## config.mk

```make
export PLATFORM = sky130hd
export DESIGN_NAME = mlfq_tick_scheduler_flat
export DESIGN_NICKNAME = d
export VERILOG_FILES = /design/src/rtl/mlfq_pkg.sv /design/src/rtl/mlfq_in_if.sv /design/src/rtl/mlfq_out_if.sv /design/src/rtl/mlfq_ram.sv /design/src/rtl/mlfq_cfg.sv /design/src/rtl/mlfq_ctrl.sv /design/src/rtl/mlfq_dp.sv /design/src/rtl/mlfq_tick_scheduler.sv /design/src/flat_wrapper.sv
export SDC_FILE = /design/constraint.sdc
export NUM_CORES = 2
export LEC_CHECK = 0
export BUFFER_PORTS_ARGS = -buffer_cell sky130_fd_sc_hd__buf_2
export CELL_PAD_IN_SITES_DETAIL_PLACEMENT = 0
export CELL_PAD_IN_SITES_GLOBAL_PLACEMENT = 2
export CORE_AREA = 2 2 478 480
export CTS_CLUSTER_SIZE = 10
export DETAILED_ROUTE_END_ITERATION = 8
export DIE_AREA = 0 0 480 482
export PLACE_DENSITY = 0.89
export REMOVE_ABC_BUFFERS = 1
export SLEW_MARGIN = 20
export SYNTH_ARGS = -nofsm -noshare
export SYNTH_HDL_FRONTEND = slang
export SYNTH_HIERARCHICAL = 1
export SYNTH_SLANG_ARGS = --single-unit
```

## constraint.sdc

```tcl
create_clock -name clk -period 26.1 [get_ports clk]
set_input_delay 2.61 -clock clk [delete_from_list [all_inputs] [get_ports clk]]
set_output_delay 2.61 -clock clk [all_outputs]
set_load 0.005 [all_outputs]
```

## src/rtl/mlfq_pkg.sv

```systemverilog
`timescale 1ns / 1ps
`default_nettype none
// ----------------------------------------------------------------------------
// mlfq_pkg
// Shared constants, codes and types of the tick-driven multilevel feedback
// queue scheduler.
// ----------------------------------------------------------------------------
package mlfq_pkg;

  // Table geometry
  localparam int SLOTS  = 64;
  localparam int LEVELS = 4;
  localparam int SLOT_W = $clog2(SLOTS);
  localparam int IDX_W  = $clog2(SLOTS + 1);

  // Field widths
  localparam int MODE_W    = 2;
  localparam int SLOTIN_W  = 6;
  localparam int LVL_W     = 2;
  localparam int SLICE_W   = 8;
  localparam int TICK_W    = 32;
  localparam int PCNT_W    = 7;
  localparam int AGING_W   = 16;
  localparam int NUM_SLICE = 4;

  // Register port
  localparam int ADDR_W = 5;
  localparam int DATA_W = 32;
  localparam int REG_W  = ADDR_W - 2;

  // Item modes
  localparam logic [MODE_W-1:0] MODE_TICK     = 2'd0;
  localparam logic [MODE_W-1:0] MODE_SET_RUN  = 2'd1;
  localparam logic [MODE_W-1:0] MODE_DISPATCH = 2'd2;
  localparam logic [MODE_W-1:0] MODE_NEW      = 2'd3;

  // Register indexes
  localparam logic [REG_W-1:0] REG_AGING  = 3'd0;
  localparam logic [REG_W-1:0] REG_SLICE0 = 3'd1;
  localparam logic [REG_W-1:0] REG_SLICE1 = 3'd2;
  localparam logic [REG_W-1:0] REG_SLICE2 = 3'd3;
  localparam logic [REG_W-1:0] REG_SLICE3 = 3'd4;

  // Register defaults
  localparam logic [AGING_W-1:0] AGING_RST = 16'd30;
  localparam logic [NUM_SLICE-1:0][SLICE_W-1:0] SLICE_RST = {8'd15, 8'd9, 8'd3, 8'd1};

  localparam logic [LVL_W-1:0]  LVL_MAX  = LVL_W'(LEVELS - 1);
  localparam logic [PCNT_W-1:0] PCNT_MAX = '1;

  // One slot of the process table
  typedef struct packed {
    logic               runnable;
    logic [LVL_W-1:0]   level;
    logic [SLICE_W-1:0] used;
    logic [TICK_W-1:0]  last;
  } slot_rec_t;

  localparam int REC_W = $bits(slot_rec_t);

  // Configuration as seen by the datapath
  typedef struct packed {
    logic [AGING_W-1:0]                  aging;
    logic [NUM_SLICE-1:0][SLICE_W-1:0]   slice;
  } cfg_t;

  // Controller to datapath
  typedef struct packed {
    logic accept;
    logic capture;
    logic scan_step;
    logic finish;
  } ctrl_cmd_t;

  // Datapath to controller
  typedef struct packed {
    logic is_tick;
    logic scan_done;
    logic out_free;
  } dp_status_t;

endpackage
`default_nettype wire

```

## src/rtl/mlfq_in_if.sv

```systemverilog
`timescale 1ns / 1ps
`default_nettype none
// ----------------------------------------------------------------------------
// mlfq_in_if
// Request channel: one scheduler item per transaction.
// ----------------------------------------------------------------------------
interface mlfq_in_if;
  logic                          valid;
  logic                          ready;
  logic [mlfq_pkg::MODE_W-1:0]   mode;
  logic [mlfq_pkg::SLOTIN_W-1:0] slot_index;
  logic                          has_current;
  logic                          runnable_value;

  modport source (output valid, output mode, output slot_index, output has_current,
                  output runnable_value, input ready);
  modport sink   (input valid, input mode, input slot_index, input has_current,
                  input runnable_value, output ready);
endinterface
`default_nettype wire

```

## src/rtl/mlfq_out_if.sv

```systemverilog
`timescale 1ns / 1ps
`default_nettype none
// ----------------------------------------------------------------------------
// mlfq_out_if
// Result channel: one scheduler decision per transaction.
// ----------------------------------------------------------------------------
interface mlfq_out_if;
  logic                        valid;
  logic                        ready;
  logic                        yield_now;
  logic                        demoted;
  logic [mlfq_pkg::LVL_W-1:0]  level_now;
  logic [mlfq_pkg::PCNT_W-1:0] promoted_count;

  modport source (output valid, output yield_now, output demoted, output level_now,
                  output promoted_count, input ready);
  modport sink   (input valid, input yield_now, input demoted, input level_now,
                  input promoted_count, output ready);
endinterface
`default_nettype wire

```

## src/rtl/mlfq_ram.sv

```systemverilog
`timescale 1ns / 1ps
`default_nettype none
// ----------------------------------------------------------------------------
// mlfq_ram
// Generic single-write, single-read RAM with registered read data.
// ----------------------------------------------------------------------------
module mlfq_ram #(
  parameter int WIDTH = 8,
  parameter int DEPTH = 16
) (
  input  wire logic                     clk,
  input  wire logic                     we,
  input  wire logic [$clog2(DEPTH)-1:0] wa,
  input  wire logic [WIDTH-1:0]         wd,
  input  wire logic                     re,
  input  wire logic [$clog2(DEPTH)-1:0] ra,
  output      logic [WIDTH-1:0]         rd
);

  logic [WIDTH-1:0] mem [DEPTH];

  always_ff @(posedge clk) begin
    if (we) begin
      mem[wa] <= wd;
    end
    if (re) begin
      rd <= mem[ra];
    end
  end

endmodule
`default_nettype wire

```

## src/rtl/mlfq_cfg.sv

```systemverilog
`timescale 1ns / 1ps
`default_nettype none
// ----------------------------------------------------------------------------
// mlfq_cfg
// APB register block: aging wait and the per-level slice lengths.
// ----------------------------------------------------------------------------
module mlfq_cfg (
  input  wire logic                        clk,
  input  wire logic                        rst_n,
  input  wire logic                        psel,
  input  wire logic                        penable,
  input  wire logic                        pwrite,
  input  wire logic [mlfq_pkg::ADDR_W-1:0] paddr,
  input  wire logic [mlfq_pkg::DATA_W-1:0] pwdata,
  output      logic [mlfq_pkg::DATA_W-1:0] prdata,
  output      logic                        pready,
  output      mlfq_pkg::cfg_t              cfg
);

  logic [mlfq_pkg::AGING_W-1:0]                            aging_r;
  logic [mlfq_pkg::NUM_SLICE-1:0][mlfq_pkg::SLICE_W-1:0]   slice_r;
  logic [mlfq_pkg::REG_W-1:0]                              reg_idx;
  logic                                                    wr_en;

  assign reg_idx = paddr[mlfq_pkg::ADDR_W-1:2];
  assign wr_en   = psel & penable & pwrite;
  assign pready  = 1'b1;

  // Register writes
  always_ff @(posedge clk) begin
    if (!rst_n) begin
      aging_r <= mlfq_pkg::AGING_RST;
      slice_r <= mlfq_pkg::SLICE_RST;
    end else if (wr_en) begin
      case (reg_idx)
        mlfq_pkg::REG_AGING:  aging_r    <= pwdata[mlfq_pkg::AGING_W-1:0];
        mlfq_pkg::REG_SLICE0: slice_r[0] <= pwdata[mlfq_pkg::SLICE_W-1:0];
        mlfq_pkg::REG_SLICE1: slice_r[1] <= pwdata[mlfq_pkg::SLICE_W-1:0];
        mlfq_pkg::REG_SLICE2: slice_r[2] <= pwdata[mlfq_pkg::SLICE_W-1:0];
        mlfq_pkg::REG_SLICE3: slice_r[3] <= pwdata[mlfq_pkg::SLICE_W-1:0];
        default: ;
      endcase
    end
  end

  // Read-back
  always_comb begin
    case (reg_idx)
      mlfq_pkg::REG_AGING:  prdata = mlfq_pkg::DATA_W'(aging_r);
      mlfq_pkg::REG_SLICE0: prdata = mlfq_pkg::DATA_W'(slice_r[0]);
      mlfq_pkg::REG_SLICE1: prdata = mlfq_pkg::DATA_W'(slice_r[1]);
      mlfq_pkg::REG_SLICE2: prdata = mlfq_pkg::DATA_W'(slice_r[2]);
      mlfq_pkg::REG_SLICE3: prdata = mlfq_pkg::DATA_W'(slice_r[3]);
      default:              prdata = '0;
    endcase
  end

  assign cfg.aging = aging_r;
  assign cfg.slice = slice_r;

endmodule
`default_nettype wire

```

## src/rtl/mlfq_ctrl.sv

```systemverilog
`timescale 1ns / 1ps
`default_nettype none
// ----------------------------------------------------------------------------
// mlfq_ctrl
// Sequencer: accept, fetch addressed slot, walk the table on a tick, finish.
// ----------------------------------------------------------------------------
module mlfq_ctrl (
  input  wire logic                 clk,
  input  wire logic                 rst_n,
  input  wire logic                 in_valid,
  output      logic                 in_ready,
  input  wire mlfq_pkg::dp_status_t status,
  output      mlfq_pkg::ctrl_cmd_t  cmd
);

  typedef enum logic [3:0] {
    S_IDLE = 4'b0001,
    S_CUR  = 4'b0010,
    S_SCAN = 4'b0100,
    S_FIN  = 4'b1000
  } state_t;

  state_t state_r, state_nxt;

  assign in_ready = (state_r == S_IDLE);

  // Next state and commands
  always_comb begin
    state_nxt = state_r;
    cmd       = '0;
    case (state_r)
      S_IDLE: begin
        if (in_valid) begin
          cmd.accept = 1'b1;
          state_nxt  = S_CUR;
        end
      end
      S_CUR: begin
        cmd.capture = 1'b1;
        state_nxt   = status.is_tick ? S_SCAN : S_FIN;
      end
      S_SCAN: begin
        cmd.scan_step = 1'b1;
        if (status.scan_done) begin
          state_nxt = S_FIN;
        end
      end
      S_FIN: begin
        // hold until the result register can take the transaction
        if (status.out_free) begin
          cmd.finish = 1'b1;
          state_nxt  = S_IDLE;
        end
      end
      default: state_nxt = S_IDLE;
    endcase
  end

  always_ff @(posedge clk) begin
    if (!rst_n) begin
      state_r <= S_IDLE;
    end else begin
      state_r <= state_nxt;
    end
  end

endmodule
`default_nettype wire

```

## src/rtl/mlfq_dp.sv

```systemverilog
`timescale 1ns / 1ps
`default_nettype none
// ----------------------------------------------------------------------------
// mlfq_dp
// Datapath: tick counter, slot table RAM with valid bits, aging walk,
// slice accounting and result register.
// ----------------------------------------------------------------------------
module mlfq_dp (
  input  wire logic                          clk,
  input  wire logic                          rst_n,
  input  wire logic [mlfq_pkg::MODE_W-1:0]   in_mode,
  input  wire logic [mlfq_pkg::SLOTIN_W-1:0] in_slot,
  input  wire logic                          in_cur,
  input  wire logic                          in_rv,
  input  wire mlfq_pkg::cfg_t                cfg,
  input  wire mlfq_pkg::ctrl_cmd_t           cmd,
  output      mlfq_pkg::dp_status_t          status,
  output      logic                          out_valid,
  input  wire logic                          out_ready,
  output      logic                          out_yield,
  output      logic                          out_demoted,
  output      logic [mlfq_pkg::LVL_W-1:0]    out_level,
  output      logic [mlfq_pkg::PCNT_W-1:0]   out_pcnt
);

  // Latched item
  logic [mlfq_pkg::MODE_W-1:0]   mode_r;
  logic [mlfq_pkg::SLOTIN_W-1:0] slot_r;
  logic                          cur_r;
  logic                          rv_r;
  logic                          exists_r;
  logic                          in_exists;

  // Table state
  logic [mlfq_pkg::TICK_W-1:0]   tick_r;
  logic [mlfq_pkg::SLOTS-1:0]    valid_r;
  logic                          rd_vld_r;

  // Walk state
  mlfq_pkg::slot_rec_t           cur_rec_r;
  logic [mlfq_pkg::IDX_W-1:0]    scan_idx_r;
  logic                          proc_vld_r;
  logic [mlfq_pkg::SLOT_W-1:0]   proc_idx_r;
  logic [mlfq_pkg::PCNT_W-1:0]   pcnt_r;
  logic                          higher_r;
  logic [mlfq_pkg::LVL_W-1:0]    lvl_out_r;
  logic                          scan_last;

  // Result register
  logic                          out_valid_r;
  logic                          out_yield_r;
  logic                          out_dem_r;
  logic [mlfq_pkg::LVL_W-1:0]    out_lvl_r;
  logic [mlfq_pkg::PCNT_W-1:0]   out_pcnt_r;

  // RAM port
  logic                          ram_we, ram_re;
  logic [mlfq_pkg::SLOT_W-1:0]   ram_wa, ram_ra;
  mlfq_pkg::slot_rec_t           ram_wd;
  logic [mlfq_pkg::REC_W-1:0]    ram_rd;
  mlfq_pkg::slot_rec_t           rec_rd;

  // Per-entry walk terms
  logic                          skip;
  logic [mlfq_pkg::TICK_W-1:0]   wait_t;
  logic                          promote;
  logic [mlfq_pkg::LVL_W-1:0]    new_lvl;

  // Finish terms
  mlfq_pkg::slot_rec_t           fin_rec;
  logic                          fin_we;
  logic                          f_yield, f_dem;
  logic [mlfq_pkg::LVL_W-1:0]    f_lvl;
  logic [mlfq_pkg::SLICE_W-1:0]  used_inc;
  logic                          slice_end;

  function automatic logic [mlfq_pkg::SLICE_W-1:0] slice_for(
    input mlfq_pkg::cfg_t c, input logic [mlfq_pkg::LVL_W-1:0] lvl);
    logic [mlfq_pkg::SLICE_W-1:0] s;
    s = c.slice[mlfq_pkg::NUM_SLICE-1];
    if (32'(lvl) < mlfq_pkg::NUM_SLICE - 1) begin
      s = c.slice[lvl];
    end
    return s;
  endfunction

  assign in_exists = (32'(in_slot) < 32'(mlfq_pkg::SLOTS));
  assign scan_last = (scan_idx_r == mlfq_pkg::IDX_W'(mlfq_pkg::SLOTS));

  // Slot table storage
  mlfq_ram #(
    .WIDTH (mlfq_pkg::REC_W),
    .DEPTH (mlfq_pkg::SLOTS)
  ) u_table (
    .clk (clk),
    .we  (ram_we),
    .wa  (ram_wa),
    .wd  (ram_wd),
    .re  (ram_re),
    .ra  (ram_ra),
    .rd  (ram_rd)
  );

  // never-written entries read as the cleared record
  assign rec_rd = rd_vld_r ? mlfq_pkg::slot_rec_t'(ram_rd) : '0;

  // Read address: addressed slot on accept, next entry during the walk
  always_comb begin
    ram_re = 1'b0;
    ram_ra = mlfq_pkg::SLOT_W'(in_slot);
    if (cmd.accept) begin
      ram_re = 1'b1;
    end else if (cmd.scan_step && !scan_last) begin
      ram_re = 1'b1;
      ram_ra = scan_idx_r[mlfq_pkg::SLOT_W-1:0];
    end
  end

  // Aging of the entry fetched last cycle
  always_comb begin
    skip    = cur_r && (proc_idx_r == mlfq_pkg::SLOT_W'(slot_r));
    wait_t  = tick_r - rec_rd.last;
    promote = proc_vld_r && !skip && rec_rd.runnable &&
              (rec_rd.level != '0) &&
              (wait_t >= mlfq_pkg::TICK_W'(cfg.aging));
    new_lvl = promote ? rec_rd.level - mlfq_pkg::LVL_W'(1) : rec_rd.level;
  end

  // Final update of the addressed slot
  always_comb begin
    used_inc  = (cur_rec_r.used == '1) ? cur_rec_r.used
                                       : cur_rec_r.used + mlfq_pkg::SLICE_W'(1);
    slice_end = (used_inc >= slice_for(cfg, cur_rec_r.level));
    fin_rec   = cur_rec_r;
    fin_we    = 1'b0;
    f_yield   = 1'b0;
    f_dem     = 1'b0;
    case (mode_r)
      mlfq_pkg::MODE_TICK: begin
        if (cur_r) begin
          fin_we       = 1'b1;
          fin_rec.used = used_inc;
          if (slice_end) begin
            if (cur_rec_r.level < mlfq_pkg::LVL_MAX) begin
              fin_rec.level = cur_rec_r.level + mlfq_pkg::LVL_W'(1);
              f_dem         = 1'b1;
            end
            fin_rec.used = '0;
            f_yield      = 1'b1;
          end else if (higher_r) begin
            fin_rec.used = '0;
            f_yield      = 1'b1;
          end
        end
      end
      mlfq_pkg::MODE_SET_RUN: begin
        fin_we           = exists_r;
        fin_rec.runnable = rv_r;
      end
      mlfq_pkg::MODE_DISPATCH: begin
        fin_we       = exists_r;
        fin_rec.last = tick_r;
      end
      mlfq_pkg::MODE_NEW: begin
        fin_we       = exists_r;
        fin_rec      = '0;
        fin_rec.last = tick_r;
      end
      default: ;
    endcase
    if (!exists_r) begin
      f_lvl = '0;
    end else if ((mode_r == mlfq_pkg::MODE_TICK) && !cur_r) begin
      f_lvl = lvl_out_r;
    end else begin
      f_lvl = fin_rec.level;
    end
  end

  // Write port: promotions during the walk, slot update at finish
  always_comb begin
    ram_we = 1'b0;
    ram_wa = proc_idx_r;
    ram_wd = rec_rd;
    if (promote) begin
      ram_we       = 1'b1;
      ram_wd.level = new_lvl;
      ram_wd.last  = tick_r;
    end else if (cmd.finish && fin_we) begin
      ram_we = 1'b1;
      ram_wa = mlfq_pkg::SLOT_W'(slot_r);
      ram_wd = fin_rec;
    end
  end

  // Item latch
  always_ff @(posedge clk) begin
    if (cmd.accept) begin
      mode_r   <= in_mode;
      slot_r   <= in_slot;
      cur_r    <= in_cur && in_exists;
      rv_r     <= in_rv;
      exists_r <= in_exists;
    end
    if (ram_re) begin
      rd_vld_r <= valid_r[ram_ra];
    end
    if (cmd.capture) begin
      cur_rec_r <= rec_rd;
    end
    if (cmd.scan_step) begin
      proc_idx_r <= scan_idx_r[mlfq_pkg::SLOT_W-1:0];
    end
  end

  // Control state: tick counter, valid bits, walk counters
  always_ff @(posedge clk) begin
    if (!rst_n) begin
      tick_r     <= '0;
      valid_r    <= '0;
      scan_idx_r <= '0;
      proc_vld_r <= 1'b0;
      pcnt_r     <= '0;
      higher_r   <= 1'b0;
      lvl_out_r  <= '0;
    end else begin
      if (ram_we) begin
        valid_r[ram_wa] <= 1'b1;
      end
      if (cmd.accept) begin
        if (in_mode == mlfq_pkg::MODE_TICK) begin
          tick_r <= tick_r + mlfq_pkg::TICK_W'(1);
        end
        scan_idx_r <= '0;
        proc_vld_r <= 1'b0;
        pcnt_r     <= '0;
        higher_r   <= 1'b0;
      end
      if (cmd.capture) begin
        lvl_out_r <= rec_rd.level;
      end
      if (cmd.scan_step) begin
        proc_vld_r <= !scan_last;
        if (!scan_last) begin
          scan_idx_r <= scan_idx_r + mlfq_pkg::IDX_W'(1);
        end
      end
      if (promote && (pcnt_r != mlfq_pkg::PCNT_MAX)) begin
        pcnt_r <= pcnt_r + mlfq_pkg::PCNT_W'(1);
      end
      if (proc_vld_r && !skip && rec_rd.runnable && cur_r &&
          (new_lvl < cur_rec_r.level)) begin
        higher_r <= 1'b1;
      end
      if (proc_vld_r && (proc_idx_r == mlfq_pkg::SLOT_W'(slot_r))) begin
        lvl_out_r <= new_lvl;
      end
    end
  end

  // Result register
  always_ff @(posedge clk) begin
    if (!rst_n) begin
      out_valid_r <= 1'b0;
    end else if (cmd.finish) begin
      out_valid_r <= 1'b1;
    end else if (out_ready) begin
      out_valid_r <= 1'b0;
    end
  end

  always_ff @(posedge clk) begin
    if (cmd.finish) begin
      out_yield_r <= f_yield;
      out_dem_r   <= f_dem;
      out_lvl_r   <= f_lvl;
      out_pcnt_r  <= (mode_r == mlfq_pkg::MODE_TICK) ? pcnt_r : '0;
    end
  end

  assign out_valid   = out_valid_r;
  assign out_yield   = out_yield_r;
  assign out_demoted = out_dem_r;
  assign out_level   = out_lvl_r;
  assign out_pcnt    = out_pcnt_r;

  assign status.is_tick   = (mode_r == mlfq_pkg::MODE_TICK);
  assign status.scan_done = scan_last;
  assign status.out_free  = !out_valid_r || out_ready;

  // Checks
  a_no_rw_clash: assert property (@(posedge clk) disable iff (!rst_n)
    (ram_we && ram_re) |-> (ram_wa != ram_ra))
    else $error("table read and write hit the same entry");

  a_pcnt_bound: assert property (@(posedge clk) disable iff (!rst_n)
    32'(pcnt_r) <= 32'(scan_idx_r))
    else $error("promotion count ahead of the walk");

  a_demote_yields: assert property (@(posedge clk) disable iff (!rst_n)
    out_valid_r |-> (!out_dem_r || out_yield_r))
    else $error("demotion reported without yield");

  a_nontick_quiet: assert property (@(posedge clk) disable iff (!rst_n)
    (cmd.finish && (mode_r != mlfq_pkg::MODE_TICK)) |=>
      (!out_yield_r && !out_dem_r && (out_pcnt_r == '0)))
    else $error("non-tick transaction reported tick results");

endmodule
`default_nettype wire

```

## src/rtl/mlfq_tick_scheduler.sv

```systemverilog
`timescale 1ns / 1ps
`default_nettype none
// Tick item: accepted, addressed slot fetched, then a walk over all slots through the
//   one read port of the slot table, then finish; no new item is accepted until then.
// Set-runnable, dispatch and new-slot items: accept, fetch and finish, without the walk.
// Reset (rst_n low, synchronous): tick counter, slot valid bits and control cleared,
//   registers return to their defaults; no clearing pass is needed.
// ----------------------------------------------------------------------------
// mlfq_tick_scheduler
// Tick-driven multilevel feedback queue scheduler: slot table, aging,
// slice accounting and yield decision, with an APB register port.
// ----------------------------------------------------------------------------
module mlfq_tick_scheduler (
  input  wire logic                        clk,
  input  wire logic                        rst_n,
  mlfq_in_if.sink                          in_ch,
  mlfq_out_if.source                       out_ch,
  input  wire logic                        psel,
  input  wire logic                        penable,
  input  wire logic                        pwrite,
  input  wire logic [mlfq_pkg::ADDR_W-1:0] paddr,
  input  wire logic [mlfq_pkg::DATA_W-1:0] pwdata,
  output      logic [mlfq_pkg::DATA_W-1:0] prdata,
  output      logic                        pready
);

  mlfq_pkg::cfg_t       cfg;
  mlfq_pkg::ctrl_cmd_t  cmd;
  mlfq_pkg::dp_status_t status;
  logic                 in_ready;

  // Register block
  mlfq_cfg u_cfg (
    .clk     (clk),
    .rst_n   (rst_n),
    .psel    (psel),
    .penable (penable),
    .pwrite  (pwrite),
    .paddr   (paddr),
    .pwdata  (pwdata),
    .prdata  (prdata),
    .pready  (pready),
    .cfg     (cfg)
  );

  // Sequencer
  mlfq_ctrl u_ctrl (
    .clk      (clk),
    .rst_n    (rst_n),
    .in_valid (in_ch.valid),
    .in_ready (in_ready),
    .status   (status),
    .cmd      (cmd)
  );

  assign in_ch.ready = in_ready;

  // Datapath
  mlfq_dp u_dp (
    .clk         (clk),
    .rst_n       (rst_n),
    .in_mode     (in_ch.mode),
    .in_slot     (in_ch.slot_index),
    .in_cur      (in_ch.has_current),
    .in_rv       (in_ch.runnable_value),
    .cfg         (cfg),
    .cmd         (cmd),
    .status      (status),
    .out_valid   (out_ch.valid),
    .out_ready   (out_ch.ready),
    .out_yield   (out_ch.yield_now),
    .out_demoted (out_ch.demoted),
    .out_level   (out_ch.level_now),
    .out_pcnt    (out_ch.promoted_count)
  );

endmodule
`default_nettype wire
```

## src/flat_wrapper.sv

```systemverilog
// flat-port wrapper written by rule: the top's interface ports become plain ports
module mlfq_tick_scheduler_flat 
  (clk, rst_n, psel, penable, pwrite, paddr, pwdata, prdata, pready, in_ch_valid, in_ch_mode, in_ch_slot_index, in_ch_has_current, in_ch_runnable_value, in_ch_ready, out_ch_valid, out_ch_yield_now, out_ch_demoted, out_ch_level_now, out_ch_promoted_count, out_ch_ready);
  mlfq_in_if in_ch_i ();
  mlfq_out_if out_ch_i ();
  input  wire logic clk;
  input  wire logic rst_n;
  input  wire logic psel;
  input  wire logic penable;
  input  wire logic pwrite;
  input  wire logic [mlfq_pkg::ADDR_W-1:0] paddr;
  input  wire logic [mlfq_pkg::DATA_W-1:0] pwdata;
  output      logic [mlfq_pkg::DATA_W-1:0] prdata;
  output      logic pready;
  input wire logic [$bits(in_ch_i.valid)-1:0] in_ch_valid;
  input wire logic [$bits(in_ch_i.mode)-1:0] in_ch_mode;
  input wire logic [$bits(in_ch_i.slot_index)-1:0] in_ch_slot_index;
  input wire logic [$bits(in_ch_i.has_current)-1:0] in_ch_has_current;
  input wire logic [$bits(in_ch_i.runnable_value)-1:0] in_ch_runnable_value;
  output wire logic [$bits(in_ch_i.ready)-1:0] in_ch_ready;
  output wire logic [$bits(out_ch_i.valid)-1:0] out_ch_valid;
  output wire logic [$bits(out_ch_i.yield_now)-1:0] out_ch_yield_now;
  output wire logic [$bits(out_ch_i.demoted)-1:0] out_ch_demoted;
  output wire logic [$bits(out_ch_i.level_now)-1:0] out_ch_level_now;
  output wire logic [$bits(out_ch_i.promoted_count)-1:0] out_ch_promoted_count;
  input wire logic [$bits(out_ch_i.ready)-1:0] out_ch_ready;
  assign in_ch_i.valid = in_ch_valid;
  assign in_ch_i.mode = in_ch_mode;
  assign in_ch_i.slot_index = in_ch_slot_index;
  assign in_ch_i.has_current = in_ch_has_current;
  assign in_ch_i.runnable_value = in_ch_runnable_value;
  assign in_ch_ready = in_ch_i.ready;
  assign out_ch_valid = out_ch_i.valid;
  assign out_ch_yield_now = out_ch_i.yield_now;
  assign out_ch_demoted = out_ch_i.demoted;
  assign out_ch_level_now = out_ch_i.level_now;
  assign out_ch_promoted_count = out_ch_i.promoted_count;
  assign out_ch_i.ready = out_ch_ready;
  mlfq_tick_scheduler u_core (.clk(clk), .rst_n(rst_n), .in_ch(in_ch_i), .out_ch(out_ch_i), .psel(psel), .penable(penable), .pwrite(pwrite), .paddr(paddr), .pwdata(pwdata), .prdata(prdata), .pready(pready));
endmodule
```

# Word-level counts from Yosys, hierarchy flattened
# Memory sizes are Yosys's and may differ from the RTL's. A register that Yosys moved wholly into a read port is not among the register bits.
# Index checks and enable logic that the tools add are counted.
dict set report classes {
  n_addsub 7
  n_lt_le_gt_ge 9
  eq_ne 18
  n_mux 63
  bitwise 3
  reduce_logical 38
}
# cell n
set op_table {}
lappend op_table {{43-bit two-way mux} 2}
lappend op_table {{16-bit case mux with 5 select lines} 1}
lappend op_table {{32-bit two-way mux} 2}
lappend op_table {{64-bit bitwise OR} 1}
lappend op_table {{8-bit two-way mux} 6}
lappend op_table {{7-bit two-way mux} 5}
lappend op_table {{32-bit by 1-bit adder with 32-bit output (second input constant)} 1}
lappend op_table {{32-bit by 16-bit greater-or-equal comparator with 1-bit output} 1}
lappend op_table {{32-bit subtractor} 1}
lappend op_table {{1-bit two-way mux} 24}
lappend op_table {{6-bit two-way mux} 4}
lappend op_table {{10-bit case mux with 2 select lines} 1}
lappend op_table {{8-bit binary-select mux with 2-bit select} 1}
lappend op_table {{4-bit two-way mux} 4}
lappend op_table {{4-bit case mux with 4 select lines} 1}
lappend op_table {{7-bit by 1-bit adder with 7-bit output (second input constant)} 2}
lappend op_table {{6-bit by 7-bit less-than comparator with 1-bit output (second input constant)} 2}
lappend op_table {{2-bit two-way mux} 7}
lappend op_table {{2-bit AND reduction} 7}
lappend op_table {{1-bit logical AND} 13}
lappend op_table {{2-bit nonzero test} 6}
lappend op_table {{10-bit two-way mux} 1}
lappend op_table {{8-bit by 1-bit adder with 8-bit output (second input constant)} 1}
lappend op_table {{8-bit equality test (second input constant)} 1}
lappend op_table {{32 further kinds} 43}
dict set report word_totals {
  register_bits 238
  ram_bits 2752
  output_inout_bits 46
  word_cells 167
  mem_count 1
}
# name words word_bits read_ports rd_clocked_by_memory_dff write_ports line_no
set mem_list {}
lappend mem_list {u_core.u_dp.u_table.mem 64 43 1 1 1 mlfq_ram.sv:20} ;# logic [WIDTH-1:0] mem [DEPTH];

# Logic depth before layout (Yosys ltp)
dict set report logic_depth {
  word_depth 13
  mapped_depth 27
  depth_no_buf 22
}

# Cells and area by module
# Netlist, hierarchy kept.
# mod instances cells_each area_each_um2
set by_module_without_submodules {}
lappend by_module_without_submodules {mlfq_ram 1 4444 105812.7}
lappend by_module_without_submodules {mlfq_dp 1 1441 12902.4}
lappend by_module_without_submodules {mlfq_cfg 1 262 2401.1}
lappend by_module_without_submodules {mlfq_ctrl 1 28 289.0}

# Worst setup path after synthesis
# Ideal clock, no wire load.
dict set report synth_timing {
  path_kind {reg2reg}
  startpoint {register u_core.u_dp.rd_vld_r}
  endpoint {memory u_core/u_dp/u_table/mem[49][0] (netlist name) (enable)}
  arrival_ns 7.820
  setup_slack_ns 17.783
  stages_incl_launch_ff 26
  path_buffers 4
  cell_sequence {edfxtp_1 -> clkbuf_1 -> clkbuf_1 -> nand2_1 -> ha_1 -> o211ai_1 -> a21o_1 -> a211oi_2 -> nor2_1 -> o21ai_0 -> xor2_1 -> ha_1 -> a21oi_1 -> nor2b_1 -> o21ai_0 -> o2111ai_1 -> nor2_1 -> o2111ai_1 -> and4b_1 -> buf_6 -> a31oi_4 -> nor2_1 -> buf_2 -> mux2i_1 -> nand4_1 -> nor3_1}
}
dict set report synth_between {
  word_cells_on_any_way 11
}
# item line_no
set synth_lines {}
lappend synth_lines {{start, declared} mlfq_dp.sv:37} ;# logic rd_vld_r;
lappend synth_lines {{start signal, assigned} mlfq_dp.sv:206} ;# rd_vld_r <= valid_r[ram_ra];
lappend synth_lines {{43-bit two-way mux (*)} mlfq_dp.sv:105} ;# assign rec_rd = rd_vld_r ? mlfq_pkg::slot_rec_t'(ram_rd) : '0;
lappend synth_lines {{32-bit subtractor, or another cell as far along} mlfq_dp.sv:122} ;# wait_t = tick_r - rec_rd.last;
lappend synth_lines {{32-bit by 16-bit greater-or-equal comparator with 1-bit output / 1-bit logical AND (equally long branches)} {mlfq_dp.sv:125, mlfq_dp.sv:123}}
lappend synth_lines {{1-bit logical AND (*)} mlfq_dp.sv:124} ;# (rec_rd.level != '0) &&
lappend synth_lines {{6-bit two-way mux (*)} mlfq_dp.sv:185} ;# if (promote) begin
lappend synth_lines {{named net u_core.u_dp.ram_wa (one bit)} mlfq_dp.sv:58} ;# logic [mlfq_pkg::SLOT_W-1:0] ram_wa, ram_ra;
lappend synth_lines {{end, declared} mlfq_ram.sv:20}
# The timed path passes the listed nets; every way through them passes the cells marked *.

# Worst setup path after layout
dict set report layout_timing {
  startpoint {register u_core.u_dp.rd_vld_r}
  endpoint {memory u_core/u_dp/u_table/mem[35][22] (netlist name) (enable)}
}
# Same word-level chain as after synthesis.

==> run metrics <==
Die ar.=231000 µm²; H-tree lvl count=5; PD cells=82.1 nW/µm²; CP endpoint kind=flip-flop; Area after DPL=126000 µm²; clock skew=~110 ps; Post-route DRC=0; Power Total=11.1 mW; register area=89400 µm²; synthesized area=approximately 120000 µm²; status=complete, no violations; PostCTS Resize Cnt=0; Cells after Synth=6175; Place WS=16170 ps; clk slew on worst S/H paths=60 ps; antenna violations before repair=10; setup TNS=0 ps; register bit total from synthesis=3033; nets=around 6.5k; Detailed Routing Iterations Pass 1=6; setup bufs post-CTS=0; Worst Hold Class=reg2reg; fill cell count=15.6k; commonest cells in the netlist=2866 x edfxtp_1, 738 x mux4_2, 269 x nand2_1, 217 x nor2_1, 187 x o22ai_1; DRT iter0 DRCs=8464; headroom to the max-slew limit=0.217; RSZ-0062 raised after global routing=no; syn avg cell area=19.7 µm²; vias per cell=between 6 and 7; FF-to-FF Start=u_core/u_dp/rd_vld_r; Highest Clock Rate=0.110 GHz; Die X=480 µm; remaining antenna violation count=0; Min Hold Slack=447 ps; drt total wl=slightly above 300000 µm; Setup WS post-layout=approximately 17000 ps; Worst-Margin Slew=1170 ps; first-pass GRT wire length=approximately 440000 µm; top cells by area, synth=edfxtp_1 71%, mux4_2 14%, dfxtp_1 2.8%; crit share post-route=0.348; Setup crit start=u_core/u_dp/rd_vld_r; Yosys cell types=103; DR WL/cell=about 32 µm; Final Setup Violations=0; area added between synthesis and finish=11.7%; GRT Total Usage=0.263; min-delay src=u_core/u_dp/valid_r[6]; detailed placement HPWL=roughly 160000 µm; GP Congestion=0.842; crit start category=flip-flop; max-cap violation count=0; Cells after DPL=between 9k and 10k; top cell type by total area after synthesis=edfxtp_1; global route overflow=0; Synth Warn #=6; fin. max-slew vios=0; final cell count without fillers=9495; total CTS buffers=approximately 360; CTS tree=built; # IOs=100; post-synth top area share=0.709; hold buffer count at cts=0; Design Area, Final=136000 µm²; most frequently used flop master after synthesis=edfxtp_1; worst skew pair latency=990 ps; crit-path max FO=43; crit path DAT=9650 ps; Async S/R FF share, synth=0; Multi-input gate area=around 30000 µm²; leakage=43.4 nW; CTS root buf=clkbuf_16; final core area utilization=0.599; Max IR drop VDD=0.0000459 V; layout cells sized above 1=0.248; via count=62.7k; final worst path period need=9090 ps; Initial Util=0.536; CP Class=reg2reg; vias in the first global route=63.5k; Die Height=482 µm; sequential area share after synthesis=0.736; required time worst endpoint=26660 ps; Longest Clk Path Bufs=4; most common cell in the netlist=edfxtp_1; largest net degree at the start of global routing=109; number of synthesized flops with an enable pin=2866; core area=226000 µm²; CTS sink count=approximately 3k; final hold viol count=0; row count=175; quantity of I/O buffers inserted on ports=64
flip-flops by register name (all words and copies together) (netlist names), 2 cells and up:
signal	count
u_core/u_dp/mode_r	2
u_core/u_ctrl/state_r	4
u_core/u_dp/valid_r	64
u_core/u_dp/scan_idx_r	7
u_core/u_dp/lvl_out_r	2
u_core/u_dp/proc_idx_r	6
u_core/u_dp/pcnt_r	7
u_core/u_dp/u_table/mem	2752
u_core/u_dp/out_level	2
u_core/u_dp/cur_rec_r	43
u_core/u_dp/u_table/rd	43
u_core/u_cfg/aging_r	16
u_core/u_dp/tick_r	32
u_core/u_dp/slot_r	6
u_core/u_dp/out_pcnt	7
u_core/u_cfg/cfg	32
worst max-delay path: stages, from the launching register on:
cell and delay (ps):
edfxtp_1 320, buf_4 420, nand2_1 320, ha_1 450
o211ai_1 130, a21o_1 200, a211oi_2 400, nor2_1 140
o21ai_0 220, xor2_1 190, ha_1 270, a21oi_1 150
nor2b_1 50, o21ai_0 150, o2111ai_1 160, nor2_1 110
o2111ai_1 120, and4b_1 700, a31oi_4 360, nor2_2 170
buf_4 340, mux2i_1 850, nand3_1 910, nor2_4 990
buf_4 530
final cells by class:
cell class / count / share of cell area
Tap cell: 3009 / 0.0278
Timing Repair Buffer: 230 / 0.0122
Antenna cell: 3 / 0.0000554
Clock buffer: 414 / 0.0690
Inverter: 95 / 0.00283
Multi-Input combinational cell: 2694 / 0.228
Sequential cell: 3033 / 0.659
Clock inverter: 17 / 0.00109
per-layer routing:
metal	vias up	GRT usage	part of all wire
li1	25700	-	-
met1	32800	0.363	0.38
met2	3542	0.419	0.48
met3	592	0.0615	0.11
met4	4	0.0831	0.031
met5	-	0	0.000089
power breakdown:
part	total, mW	switching [mW]	internal [mW]
Sequential	5.78	0.0378	5.74
Clock	4.26	1.77	2.49
Combinational	1.09	0.797	0.289
layout by cell type (no fill, tap or decap), drive strengths merged, types with 8 or more instances in the layout:
cell type,count
inv,99
a31oi,11
o21ai,80
dfxtp,167
xor2,15
mux2,80
nor2,218
and3,33
mux2i,151
a2bb2oi,33
nand4,36
a211oi,27
nor2b,50
nand3,45
or2,8
or3,16
mux4,738
ha,69
nor3,51
nor4,9
nand2,270
a21oi,155
o211ai,17
xnor2,45
nand2b,25
a21o,10
o31ai,58
clkbuf,414
o221ai,36
conb,17
clkinv,13
and2,71
a22oi,24
a311oi,11
buf,230
edfxtp,2866
o22ai,187
o21a,8
cells by family after synthesis:
logic type | Yosys count | share of synthesized area
simple gates | 879 | 0.0357
compound gates | 699 | 0.0408
fa+ha+maj | 70 | 0.00728
flops | 3033 | 0.736
buf+inv | 463 | 0.0185
other cells | 2 | 0.0000619
mux | 969 | 0.157
xor+xnor | 60 | 0.00433
path summary, 6_finish.rpt:
path	end	cells after the start	slack, ps
setup / recovery	u_core/u_dp/u_table/mem[35][22]	24	17010
hold / removal	u_core/u_dp/valid_r[6]	2	450
setup reg to reg	u_core/u_dp/u_table/mem[35][22]	24	17010
hold reg to reg	u_core/u_dp/valid_r[6]	2	450
(Power assumes the default switching activity.)
